File: src/rtl/cmcm_div.sv
// ----------------------------------------------------------------------------
// Restoring divider
// Unsigned quotient, one quotient bit per cycle.
// ----------------------------------------------------------------------------
module cmcm_div #(
    parameter int NUM_BITS = 32,
    parameter int DEN_BITS = 8
) (
    input  logic                i_clk,
    input  logic                i_rst_n,
    input  logic                i_start,
    input  logic [NUM_BITS-1:0] i_dividend,
    input  logic [DEN_BITS-1:0] i_divisor,
    output logic                o_done,
    output logic [NUM_BITS-1:0] o_quotient
);

    localparam int CNT_BITS = $clog2(NUM_BITS + 1);

    logic [CNT_BITS-1:0] r_cnt;
    logic                r_run;
    logic                r_done;
    logic [DEN_BITS:0]   r_rem;
    logic [NUM_BITS-1:0] r_quo;
    logic [DEN_BITS-1:0] r_den;
    logic [DEN_BITS:0]   w_trial;
    logic                w_fit;

    // shift in the next dividend bit and try a subtract
    assign w_trial = {r_rem[DEN_BITS-1:0], r_quo[NUM_BITS-1]};
    assign w_fit   = w_trial >= {1'b0, r_den};

    always_ff @(posedge i_clk) begin
        if (!i_rst_n) begin
            r_run  <= 1'b0;
            r_done <= 1'b0;
            r_cnt  <= '0;
        end else begin
            r_done <= 1'b0;
            if (i_start) begin
                r_run <= 1'b1;
                r_cnt <= CNT_BITS'(NUM_BITS);
            end else if (r_run) begin
                r_cnt <= r_cnt - 1'b1;
                if (r_cnt == CNT_BITS'(1)) begin
                    r_run  <= 1'b0;
                    r_done <= 1'b1;
                end
            end
        end
    end

    // datapath
    always_ff @(posedge i_clk) begin
        if (i_start) begin
            r_rem <= '0;
            r_quo <= i_dividend;
            r_den <= i_divisor;
        end else if (r_run) begin
            r_rem <= w_fit ? (w_trial - {1'b0, r_den}) : w_trial;
            r_quo <= {r_quo[NUM_BITS-2:0], w_fit};
        end
    end

    assign o_done     = r_done;
    assign o_quotient = r_quo;

endmodule

File: config.mk
export PLATFORM = sky130hd
export DESIGN_NAME = cmcm_div
export DESIGN_NICKNAME = d
export VERILOG_FILES = /design/src/rtl/cmcm_div.sv
export SDC_FILE = /design/constraint.sdc
export NUM_CORES = 1
export LEC_CHECK = 0
export ABC_CLOCK_PERIOD_IN_PS = 2300
export BUFFER_PORTS_ARGS = -buffer_cell sky130_fd_sc_hd__buf_2
export CAP_MARGIN = 10
export CORE_MARGIN = 2
export CORE_UTILIZATION = 35
export CTS_CLUSTER_DIAMETER = 30
export CTS_CLUSTER_SIZE = 25
export DETAILED_ROUTE_END_ITERATION = 6
export PLACE_DENSITY = 0.59
export SYNTH_ARGS = -nofsm -noshare
export SYNTH_HDL_FRONTEND = slang
export SYNTH_SLANG_ARGS = --single-unit
export TNS_END_PERCENT = 20
File: constraint.sdc
create_clock -name i_clk -period 2.3 [get_ports i_clk]
set_clock_uncertainty 0.2 [all_clocks]
set_input_delay 0 -clock i_clk [delete_from_list [all_inputs] [get_ports i_clk]]
set_output_delay 0 -clock i_clk [all_outputs]
set_load 0.005 [all_outputs]
=== Word level (Yosys, flattened, before mapping) ===
Cells that the tools add are included.
W data, S select, Z words.

* Register bits after elaboration: 56
* Input bits: 43
* Output and inout bits: 33
* Word-level logic and storage cells: 25

* Add/sub/neg operators: 2
* Order comparisons: 1
* Equal/unequal tests: 1
* Multiplexer cells: 9
* Bitwise operators: 2
* Reductions and logical operators: 3

{| class="wikitable"
|+ Operators by type and width
! cell !! number
|-
| $mux W32 || 2
|-
| $mux W6 || 2
|-
| $ge A9 B8 Y1 || 1
|-
| $mux W8 || 1
|-
| $sub A8 B8 Y8 || 1
|-
| $eq A6 B1 Y1 const B || 1
|-
| $sub A6 B1 Y6 const B || 1
|-
| $mux W1 || 4
|-
| $reduce_or A3 Y1 || 1
|-
| $not A1 Y1 || 2
|-
| $reduce_bool A2 Y1 || 1
|-
| $reduce_or A2 Y1 || 1
|}

=== Depth between registers and ports, before layout ===
Gate-level depths: netlist of run 1.

* Depth in word-level cells: 4
* Gate-level depth with buffers: 8
* Gate-level depth less buffers: 8

=== Worst setup path before layout of run 1 ===
Ideal clock, no wire load.

* Path kind: flip-flop to flip-flop
* Start point: register r_den[6]
* End point: register r_quo[0] (netlist: o_quotient[0]) (data pin)
* Setup time: 260 ps
* Arrival: 1642 ps
* Required time: 1840 ps
* Slack: 198 ps
* Stages on the path, launching flop included: 8
* Buffers on the path: 1
* Clock period less this slack: 2102 ps
* Cells stage by stage: edfxtp_1 > inv_1 > ha_1 > a21o_1 > a221oi_2 > o21ai_2 > buf_6 > mux2_2

* Cells in the longest elaborated chain, start to end: 3

{| class="wikitable"
|+ RTL lines
! element !! line !! RTL
|-
| start: declaration || 25 || <nowiki>logic [DEN_BITS-1:0] r_den;</nowiki>
|-
| start signal: assignment || 58 || <nowiki>r_den <= i_divisor;</nowiki>
|-
| $ge A9 B8 Y1 || 31 || <nowiki>assign w_fit = w_trial >= {1'b0, r_den};</nowiki>
|-
| $mux W32 || 59 || <nowiki>end else if (r_run) begin</nowiki>
|-
| $mux W32 || 55 || <nowiki>if (i_start) begin</nowiki>
|-
| end signal: assignment || 57 || <nowiki>r_quo <= i_dividend;</nowiki>
|-
| end signal: assignment || 61 || <nowiki>r_quo <= {r_quo[NUM_BITS-2:0], w_fit};</nowiki>
|-
| end: declaration || 24 || <nowiki>logic [NUM_BITS-1:0] r_quo;</nowiki>
|}

No other way between the ends. The select of a mux whose other input is x is not followed.
A chain may end at the register's enable or synchronous reset.

=== Worst setup path after layout of run 1 ===
Same ends and word-level chain as after synthesis.

==> metrics.txt, run 1 <==
peak supply drop 0.000333 V; CTS tree done; gpl congestion 0.851; Post-Syn Nets 261; final setup violation count 0; fill count 659; Placed Cells 384; number of antenna violations at the first check in global routing 0; CP Cell Sequence inv_1 -> ha_2 -> a21o_1 -> a221oi_4 -> o21ai_4 -> mux2_2; synthesis-to-layout area growth 41.0%; CP Class reg2reg; overflow left after global routing 0; most common cell in the synthesized netlist edfxtp_1; final WL 5.88 mm; Main synth FF type edfxtp_1; post-synthesis register bit count 56; FF-to-FF path depth 6; first-pass GRT wire length 9.66 mm; total track usage 14.5%; pwr dens 583 nW/um^2; Initial DRC Count 98; distinct cell type count after synthesis 42; maximum clock rate 451 MHz; CP Capture Type register; Die ar. 8400 um^2; slowest cell delay on critical path 0.38 ns; layout cells sized above 1 40.8%; Layout Cells excl Fill 437; std cell rows 31; Die X 91.7 um; RSZ-0062 raised after global routing no; Worst Hold Class in2reg; Max-cap violations 0; top cell type's share of synthesized area 44.7%; via count 2,032; accumulated negative setup slack 0 ns; Slew HR 61.5%; Final ANT Viol Nets 0; height of the die 91.7 um; CP max FO 8; vias per inst 4.65; Final Max Slew Viols 0; register area 1520 um^2; worst skew pair latency 0.31 ns; IO Pins 76; Crit-path slowest cell edfxtp_1; Design Power 2.21 mW; htree depth 2; top post-synthesis cells by count edfxtp_1 (40), mux2_2 (32), nor2_1 (19), dfxtp_1 (16), inv_1 (13); drt drc 0; multi-input logic area 1130 um^2; clock sinks 56; wire length per cell 13.5 um; # diodes 0; WP data required 2.17 ns; period utilization 96.4%; Async S/R FF share, synth 0%; leakage power 1.57 nW; largest net degree at the start of global routing 24; number of enable flip-flop cells after synthesis 40; Final Hold Vio Count 0; NumNets Final 391; total CTS buffers 5; Initial Utilization 36.7%; clk buf depth 2; drt pass-1 iters 6; mean post-synth cell area 13.0 um^2; Post-Syn Area 2690 um^2; area leader, netlist edfxtp_1; worst hold path stage count 2; register area share after synthesis 56.6%; Tmin final 2.22 ns; status finished, final reports clean; post-detail-place hpwl 3.95 mm; crit path DAT 2.09 ns; CTS clk-pin slew, worst paths 0.10 ns; YS warnings 0; total core area 7330 um^2; vias in the first global route 2,050; Worst Tran Pin Value 0.575 ns; root buffer cell clkbuf_8; Syn Inst Count 207; number of port buffers 75; largest cells by area after synthesis edfxtp_1 (45%), mux2_2 (13%), dfxtp_1 (12%), ha_1 (4.7%), nor2_1 (2.7%); Worst setup SP type register
==> logic make-up after synthesis <==
logic type / share of synthesized area (%)
AND/OR/NAND/NOR: 9.07
multiplexers: 14.9
adder cells (fa/ha/maj): 5.40
XOR/XNOR: 3.26
AO/OA/AOI/OAI: 7.77
buffers and inverters: 3.02
flip-flops: 56.6
==> cells in the final DEF, fill, tap and decap left out, types with 2 or more instances in the layout <==
| cell type | netlist | layout |
|---|---|---|
| a211oi_1 | 3 | 3 |
| a21o_1 | 3 | 3 |
| a21oi_1 | 5 | 5 |
| buf_2 | 2 | 75 |
| buf_4 | 0 | 11 |
| clkbuf_8 | 0 | 5 |
| dfxtp_1 | 16 | 16 |
| dlygate4sd3_1 | 0 | 42 |
| edfxtp_1 | 40 | 40 |
| ha_1 | 10 | 8 |
| ha_2 | 0 | 2 |
| inv_1 | 13 | 13 |
| mux2_2 | 32 | 32 |
| mux2i_1 | 4 | 4 |
| nand2_1 | 11 | 11 |
| nand2b_1 | 5 | 4 |
| nand3_1 | 2 | 2 |
| nor2_1 | 19 | 19 |
| nor2b_1 | 2 | 2 |
| nor3_1 | 2 | 2 |
| o21ai_0 | 4 | 4 |
| xnor2_1 | 5 | 5 |
| xor2_1 | 5 | 5 |
==> per-stage QoR <==
| step | setup slack (ns) | utilization, % | cell area, um^2 | hold slack [ns] |
|---|---|---|---|---|
| after global routing | 0.00749 | 51.7 | 3790 | 0.199 |
| after CTS | 0.0622 | 50.9 | 3730 | 0.189 |
| final | 0.0824 | 51.7 | 3790 | 0.196 |
| after global placement | 0.0878 | 44.0 | 3220 | -0.0229 |
| after floorplan | 0.198 | - | 2690 | -0.101 |
| after detailed placement | 0.0143 | 44.0 | 3220 | -0.0213 |
==> layout make-up <==
class                   count  share of cell area, %
multi-input cells         133                   29.9
repair buffers            128                   23.2
clock inverters             2                  0.297
inverters                  13                   1.29
flip-flops and latches     56                   40.1
clock buffers               6                   1.91
well taps                  99                   3.27
==> worst paths after layout <==
check          startpoint             to  slack, ns
max              r_den[6]  o_quotient[0]       0.08
min          i_divisor[7]       r_den[7]       0.20
max reg2reg      r_den[6]  o_quotient[0]       0.08
min reg2reg      r_rem[6]       r_rem[6]       0.30
==> registers in the layout, indices dropped and copies added, names as in the netlist <==
| signal | count |
|---|---|
| o_quotient | 32 |
| r_rem | 8 |
| r_run | 1 |
| r_den | 8 |
| r_cnt | 6 |
| o_done | 1 |
==> worst max-delay path, delay by kind of cell, from the launching register on <==
kind | cells | cell delay, ns
DFF | 1 | 0.38
adders and majority gates | 1 | 0.30
muxes | 1 | 0.28
buffers and inverters | 1 | 0.07
AOI/OAI and AO/OA | 3 | 0.75
==> power by group <==
part | internal, mW | total [mW] | switching, mW
Combinational | 0.253 | 0.455 | 0.201
Sequential | 1.18 | 1.23 | 0.0465
Clock | 0.212 | 0.527 | 0.314
==> metal layers <==
| layer | vias to the layer above | wire (um) | GRT usage, % |
|---|---|---|---|
| met1 | 953 | 2520 | 17.9 |
| met5 | - | 0 | 0 |
| li1 | 1015 | - | - |
| met4 | 0 | 89 | 4.92 |
| met3 | 9 | 295 | 3.62 |
| met2 | 55 | 2980 | 24.7 |
==> repair_timing <==
item | 4_1_cts | 5_1_grt
hold buffers | 42 | 0
resized for setup | 1 | 6
cloned | 0 | 1
setup buffers | 0 | 2
endpoints found under the hold margin | 53 | 0
endpoints found under the setup margin | 1 | 3
pin swaps | 0 | 1
Power figures use the tool's default switching activity.
==> run 2, diff against run 1 <==
--- a/config.mk
+++ b/config.mk
@@ -14,6 +14,7 @@
 export CTS_CLUSTER_SIZE = 25
 export DETAILED_ROUTE_END_ITERATION = 6
 export PLACE_DENSITY = 0.59
+export SETUP_SLACK_MARGIN = 0.5
 export SYNTH_ARGS = -nofsm -noshare
 export SYNTH_HDL_FRONTEND = slang
 export SYNTH_SLANG_ARGS = --single-unit
==> constraint.sdc (replaced) <==
create_clock -name i_clk -period 2.3 [get_ports i_clk]
set_clock_uncertainty 0.2 [all_clocks]
set_input_delay 0.46 -clock i_clk [delete_from_list [all_inputs] [get_ports i_clk]]
set_output_delay 0.46 -clock i_clk [all_outputs]
set_load 0.005 [all_outputs]
==> run 2 against run 1 <==
Net effect: fmax grew 6.2%; sequential power is essentially flat; critical endpoint is now r_rem[6]; cell count shrank 9.8%; count of clock-buffer cells in the layout shrank 1; first-iteration DRC count shrank 49%; die area is the same; clock power grew 8.3%; power grew 0.33%; highest routed layer unchanged; sequential cell count is the same; via count shrank 11%.
==> metrics.txt, run 2 (synthesis gave the netlist of run 1 again) <==
status finished, final reports clean (unchanged); final core occ 47.3% (was 51.7%); post-detail-place hpwl 3.82 mm (was 3.95 mm); maximum clock rate 479 MHz (was 451 MHz); # diodes 0 (unchanged); vias in the first global route 1,792 (was 2,050); root buffer cell clkbuf_8 (unchanged); Initial Utilization 36.7% (unchanged); Min Hold Slack 0.117 ns (was 0.196 ns); total CTS buffers 5 (unchanged); Placed Area 3270 um^2 (was 3220 um^2); Final Max Slew Viols 0 (unchanged); CP Class reg2reg (unchanged); commonest cells after routing, fill and taps aside buf_2 (75), edfxtp_1 (40), mux2_2 (32) (was buf_2 (75), dlygate4sd3_1 (42), edfxtp_1 (40)); drt pass-1 iters 4 (was 6); crit path DAT 2.12 ns (was 2.09 ns); CTS clk-pin slew, worst paths 0.11 ns (was 0.10 ns); RSZ-0062 raised after global routing yes (was no); Final ANT Viol Nets 0 (unchanged); number of flip-flops in the largest register 32 (unchanged); Die ar. 8400 um^2 (unchanged); Die X 91.7 um (unchanged); number of antenna violations at the first check in global routing 0 (unchanged); IO Pins 76 (unchanged); commonest non-fill, non-tap cell in the layout buf_2 (unchanged); NumNets Final 348 (was 391); peak supply drop 0.000301 V (was 0.000333 V); wire length per cell 13.7 um (was 13.5 um); met2 wire length 2.53 mm (was 2.98 mm); final WL 5.38 mm (was 5.88 mm); gpl congestion 0.819 (was 0.851); clock sinks 56 (unchanged); leakage power 1.40 nW (was 1.57 nW); CP max FO 3 (was 8); drt drc 0 (unchanged); worst skew pair latency 0.31 ns (about the same); Max-cap violations 0 (unchanged); Initial DRC Count 50 (was 98); M1 wire length 2.50 mm (was 2.52 mm); first-pass GRT wire length 8.62 mm (was 9.66 mm); CTS tree done (unchanged); FF-to-FF path depth 8 (was 6); CP Capture Type register (unchanged); Worst Hold Class in2reg (unchanged); largest net degree at the start of global routing 23 (was 24); via count 1,809 (was 2,032); final setup violation count 0 (unchanged); WP data required 2.33 ns (was 2.17 ns); std cell rows 31 (unchanged); Slew HR 65.0% (was 61.5%); synthesis-to-layout area growth 28.9% (was 41.0%); overflow left after global routing 0 (unchanged); Final Hold Vio Count 0 (unchanged); htree depth 2 (unchanged); total track usage 12.9% (was 14.5%); vias per inst 4.59 (was 4.65); clk buf depth 2 (unchanged); Design Area, Final 3460 um^2 (was 3790 um^2); total core area 7330 um^2 (unchanged); height of the die 91.7 um (unchanged); period utilization 90.8% (was 96.4%); worst hold path stage count 1 (was 2); number of port buffers 75 (unchanged); Worst Tran Pin Value 0.520 ns (was 0.575 ns); CTS Hold Bufs 0 (was 42); DR WL met3 260 um (was 295 um); layout cells sized above 1 49.8% (was 40.8%); pwr dens 640 nW/um^2 (was 583 nW/um^2); Tmin final 2.09 ns (was 2.22 ns); Worst setup SP type register (unchanged); accumulated negative setup slack 0 ns (unchanged); top routing layer used met4 (unchanged)
-- run 2: changes by cell type in the layout (fill, tap and decap cells not counted), moves of 3 or more --
cell / delta
buf_4: -3
dlygate4sd3_1: -42
ha_1: -3
ha_4: +4
inv_1: -3
-- run 2: metrics by stage --
step                total power [mW]  instances  worst slack [ns]
floorplan                       1.48        207             0.218
global placement                1.64        381             0.102
detailed placement              1.64        381            0.0966
CTS                             2.24        394             0.174
global route                    2.33        394             0.106
finish                          2.22        394             0.212
-- run 2: cell type report --
class	instances	area [um^2]
Clock buffer	5	68.8
Clock inverter	3	26.3
Fill cell	667	3870
Inverter	13	52.6
Multi-Input combinational cell	132	1180
Sequential cell	56	1520
Tap cell	99	124
Timing Repair Buffer	86	487
-- run 2: metal layers --
layer,vias to the layer above,track usage [%]
li1,921,-
met1,834,17.1
met2,46,20.5
met3,8,3.29
met4,0,4.67
met5,-,0
-- run 2: power by group --
part / internal (mW) / leakage (nW) / switching, mW / total [mW]
sequential: 1.18 / 0.531 / 0.0468 / 1.23
clock: 0.222 / 0.0423 / 0.348 / 0.571
combinational: 0.224 / 0.828 / 0.194 / 0.417
total: 1.63 / 1.40 / 0.589 / 2.22
-- run 2: critical path, stage by stage, from the launching register on --
cell	delay, ns
edfxtp_1	0.43
inv_2	0.08
ha_4	0.14
fa_2	0.19
nand2b_4	0.12
a21oi_2	0.05
or4b_1	0.45
and4_1	0.19
o31ai_2	0.15
-- run 2: final timing paths --
path / start / end / slack [ns]
worst max-delay path: o_quotient[31] / r_rem[6] / 0.21
worst min-delay path: i_divisor[3] / r_den[3] / 0.12
worst max register to register: o_quotient[31] / r_rem[6] / 0.21
worst min register to register: r_cnt[1] / r_cnt[1] / 0.30
-- run 2: timing repair --
item | in CTS | in global routing
resized for setup | 5 | 8
setup buffers | 5 | 0
setup endpoints to repair | 9 | 10
pin swaps | 2 | 3
==> run 3, diff against run 2 <==
--- a/config.mk
+++ b/config.mk
@@ -8,7 +8,6 @@
 export ABC_CLOCK_PERIOD_IN_PS = 2300
 export BUFFER_PORTS_ARGS = -buffer_cell sky130_fd_sc_hd__buf_2
 export CAP_MARGIN = 10
-export CORE_MARGIN = 2
 export CORE_UTILIZATION = 35
 export CTS_CLUSTER_DIAMETER = 30
 export CTS_CLUSTER_SIZE = 25
==> run 3 against run 2 <==
Net effect: global-route usage up 1.9 points; largest cell class unchanged; largest power group unchanged; die area down 4.3%; worst hold slack worse by 0.012 ns; clock power about the same.
==> metrics.txt, run 3 (synthesis gave the netlist of run 1 again) <==
vias in the first global route 1,757 (was 1,792); Worst Tran Pin Value 0.425 ns (was 0.520 ns); register share of total power 55.0% (was 55.5%); Layout Cells excl Fill 401 (was 394); sw frac 26.7% (was 26.5%); first-pass GRT wire length 8.58 mm (was 8.62 mm); root buffer cell clkbuf_8 (unchanged); Worst Hold Class in2reg (unchanged); accumulated negative setup slack 0 ns (unchanged); std cell rows 31 (unchanged); Worst setup SP type register (unchanged); final WL 5.58 mm (was 5.38 mm); leakage power 1.44 nW (was 1.40 nW); total CTS buffers 5 (unchanged); post-detail-place hpwl 3.91 mm (was 3.82 mm); final setup violation count 0 (unchanged); maximum clock rate 456 MHz (was 479 MHz); final core occ 47.6% (was 47.3%); Pint 1.64 mW (was 1.63 mW); WP data required 2.33 ns (about the same); CP Class reg2reg (unchanged); Min Hold Slack 0.104 ns (was 0.117 ns); crit path DAT 2.22 ns (was 2.12 ns); layout cells sized above 1 50.0% (was 49.8%); commonest non-fill, non-tap cell in the layout buf_2 (unchanged); combinational share of power 19.2% (was 18.8%); peak supply drop 0.000291 V (was 0.000301 V); clk buf depth 2 (unchanged); fill count 683 (was 667); hold path start i_divisor[2] (was i_divisor[3]); wire length per cell 13.9 um (was 13.7 um); htree depth 2 (unchanged); status finished, final reports clean (unchanged); vias per inst 4.66 (was 4.59); flop-to-flop setup slack 0.11 ns (was 0.21 ns); number of antenna violations at the first check in global routing 0 (unchanged); Tmin final 2.19 ns (was 2.09 ns); gpl congestion 0.785 (was 0.819); CP Capture Type register (unchanged); clock network power share 25.7% (about the same); pre-CTS setup slack 0.105 ns (was 0.0966 ns); Net Sw Power 595 uW (was 589 uW); Die ar. 8040 um^2 (was 8400 um^2); final worst setup slack 0.109 ns (was 0.212 ns); number of flip-flops in the largest register 32 (unchanged); largest net degree at the start of global routing 33 (was 23); Initial DRC Count 56 (was 50); multi-input logic area 1160 um^2 (was 1180 um^2); CP max FO 8 (was 3); critical path launch point r_rem[5] (was o_quotient[31]); R2R Path Start r_rem[5] (was o_quotient[31]); worst skew pair latency 0.32 ns (was 0.31 ns); clock sinks 56 (unchanged); RSZ-0062 raised after global routing yes (unchanged); register area 1520 um^2 (unchanged); Initial Utilization 36.7% (unchanged); number of port buffers 75 (unchanged); drt pass-1 iters 4 (unchanged); total track usage 14.8% (was 12.9%); Placed Cells 383 (was 381); Final ANT Viol Nets 0 (unchanged); Max-cap violations 0 (unchanged); commonest cells after routing, fill and taps aside buf_2 (76), edfxtp_1 (40), mux2_2 (32) (was buf_2 (75), edfxtp_1 (40), mux2_2 (32)); IO Pins 76 (unchanged); Slew HR 71.4% (was 65.0%); CTS clk-pin slew, worst paths 0.11 ns (about the same); CTS tree done (unchanged); via count 1,867 (was 1,809); drt drc 0 (unchanged); overflow left after global routing 0 (unchanged); Final Hold Vio Count 0 (unchanged); # diodes 0 (unchanged); Die X 89.7 um (was 91.7 um); period utilization 95.2% (was 90.8%); height of the die 89.7 um (was 91.7 um); pwr dens 640 nW/um^2 (about the same); total core area 7330 um^2 (unchanged); synthesis-to-layout area growth 29.8% (was 28.9%); NumNets Final 355 (was 348); Final Max Slew Viols 0 (unchanged)
==> run 3: path summary, 6_finish.rpt <==
check,to,depth (start not counted)
max reg2reg,r_rem[6],7
max,r_rem[6],7
min,r_den[2],1
min reg2reg,r_cnt[1],2
==> run 3: through the flow <==
step                power [mW]  instance area, um^2
floorplan                 1.48                 2730
global placement          1.65                 3280
detailed placement        1.65                 3280
CTS                       2.24                 3430
global route              2.34                 3490
finish                    2.23                 3490
==> run 3: final cells by class <==
cell class                 count  area share, %
sequential                    56           43.6
timing repair buffer          93           15.3
clock buffer                   5           1.97
clock inverter                 3          0.753
multi-input combinational    132           33.3
inverter                      13           1.51
tap                           99           3.55
==> run 3: metal layers <==
metal / vias to the layer above / track usage, % / part of all wire, %
met2: 46 / 21.8 / 47
met4: 0 / 6.49 / 2.0
met1: 871 / 19.7 / 46
li1: 940 / - / -
met5: - / 0 / 0
met3: 10 / 5.12 / 5.6
==> run 3: power groups by stage <==
stage / clock network (mW) / registers (mW) / logic (mW)
floorplan: 0 / 1.25 / 0.233
global placement: 0 / 1.25 / 0.396
detailed placement: 0 / 1.25 / 0.400
CTS: 0.592 / 1.23 / 0.419
global route: 0.625 / 1.24 / 0.474
finish: 0.574 / 1.23 / 0.429
==> run 3: repair_timing <==
item	in CTS	in global routing
pin swaps	2	3
setup buffers	5	5
endpoints found under the setup margin	9	10
resized for setup	4	4
hold buffers	0	0
endpoints found under the hold margin	0	0
==> run 3: critical path, cell delays in order, from the launching register on <==
cell,delay [ns]
dfxtp_1,0.43
ha_4,0.26
a21o_1,0.20
a221oi_4,0.35
o21ai_4,0.14
buf_2,0.18
and4_1,0.18
o31ai_2,0.18
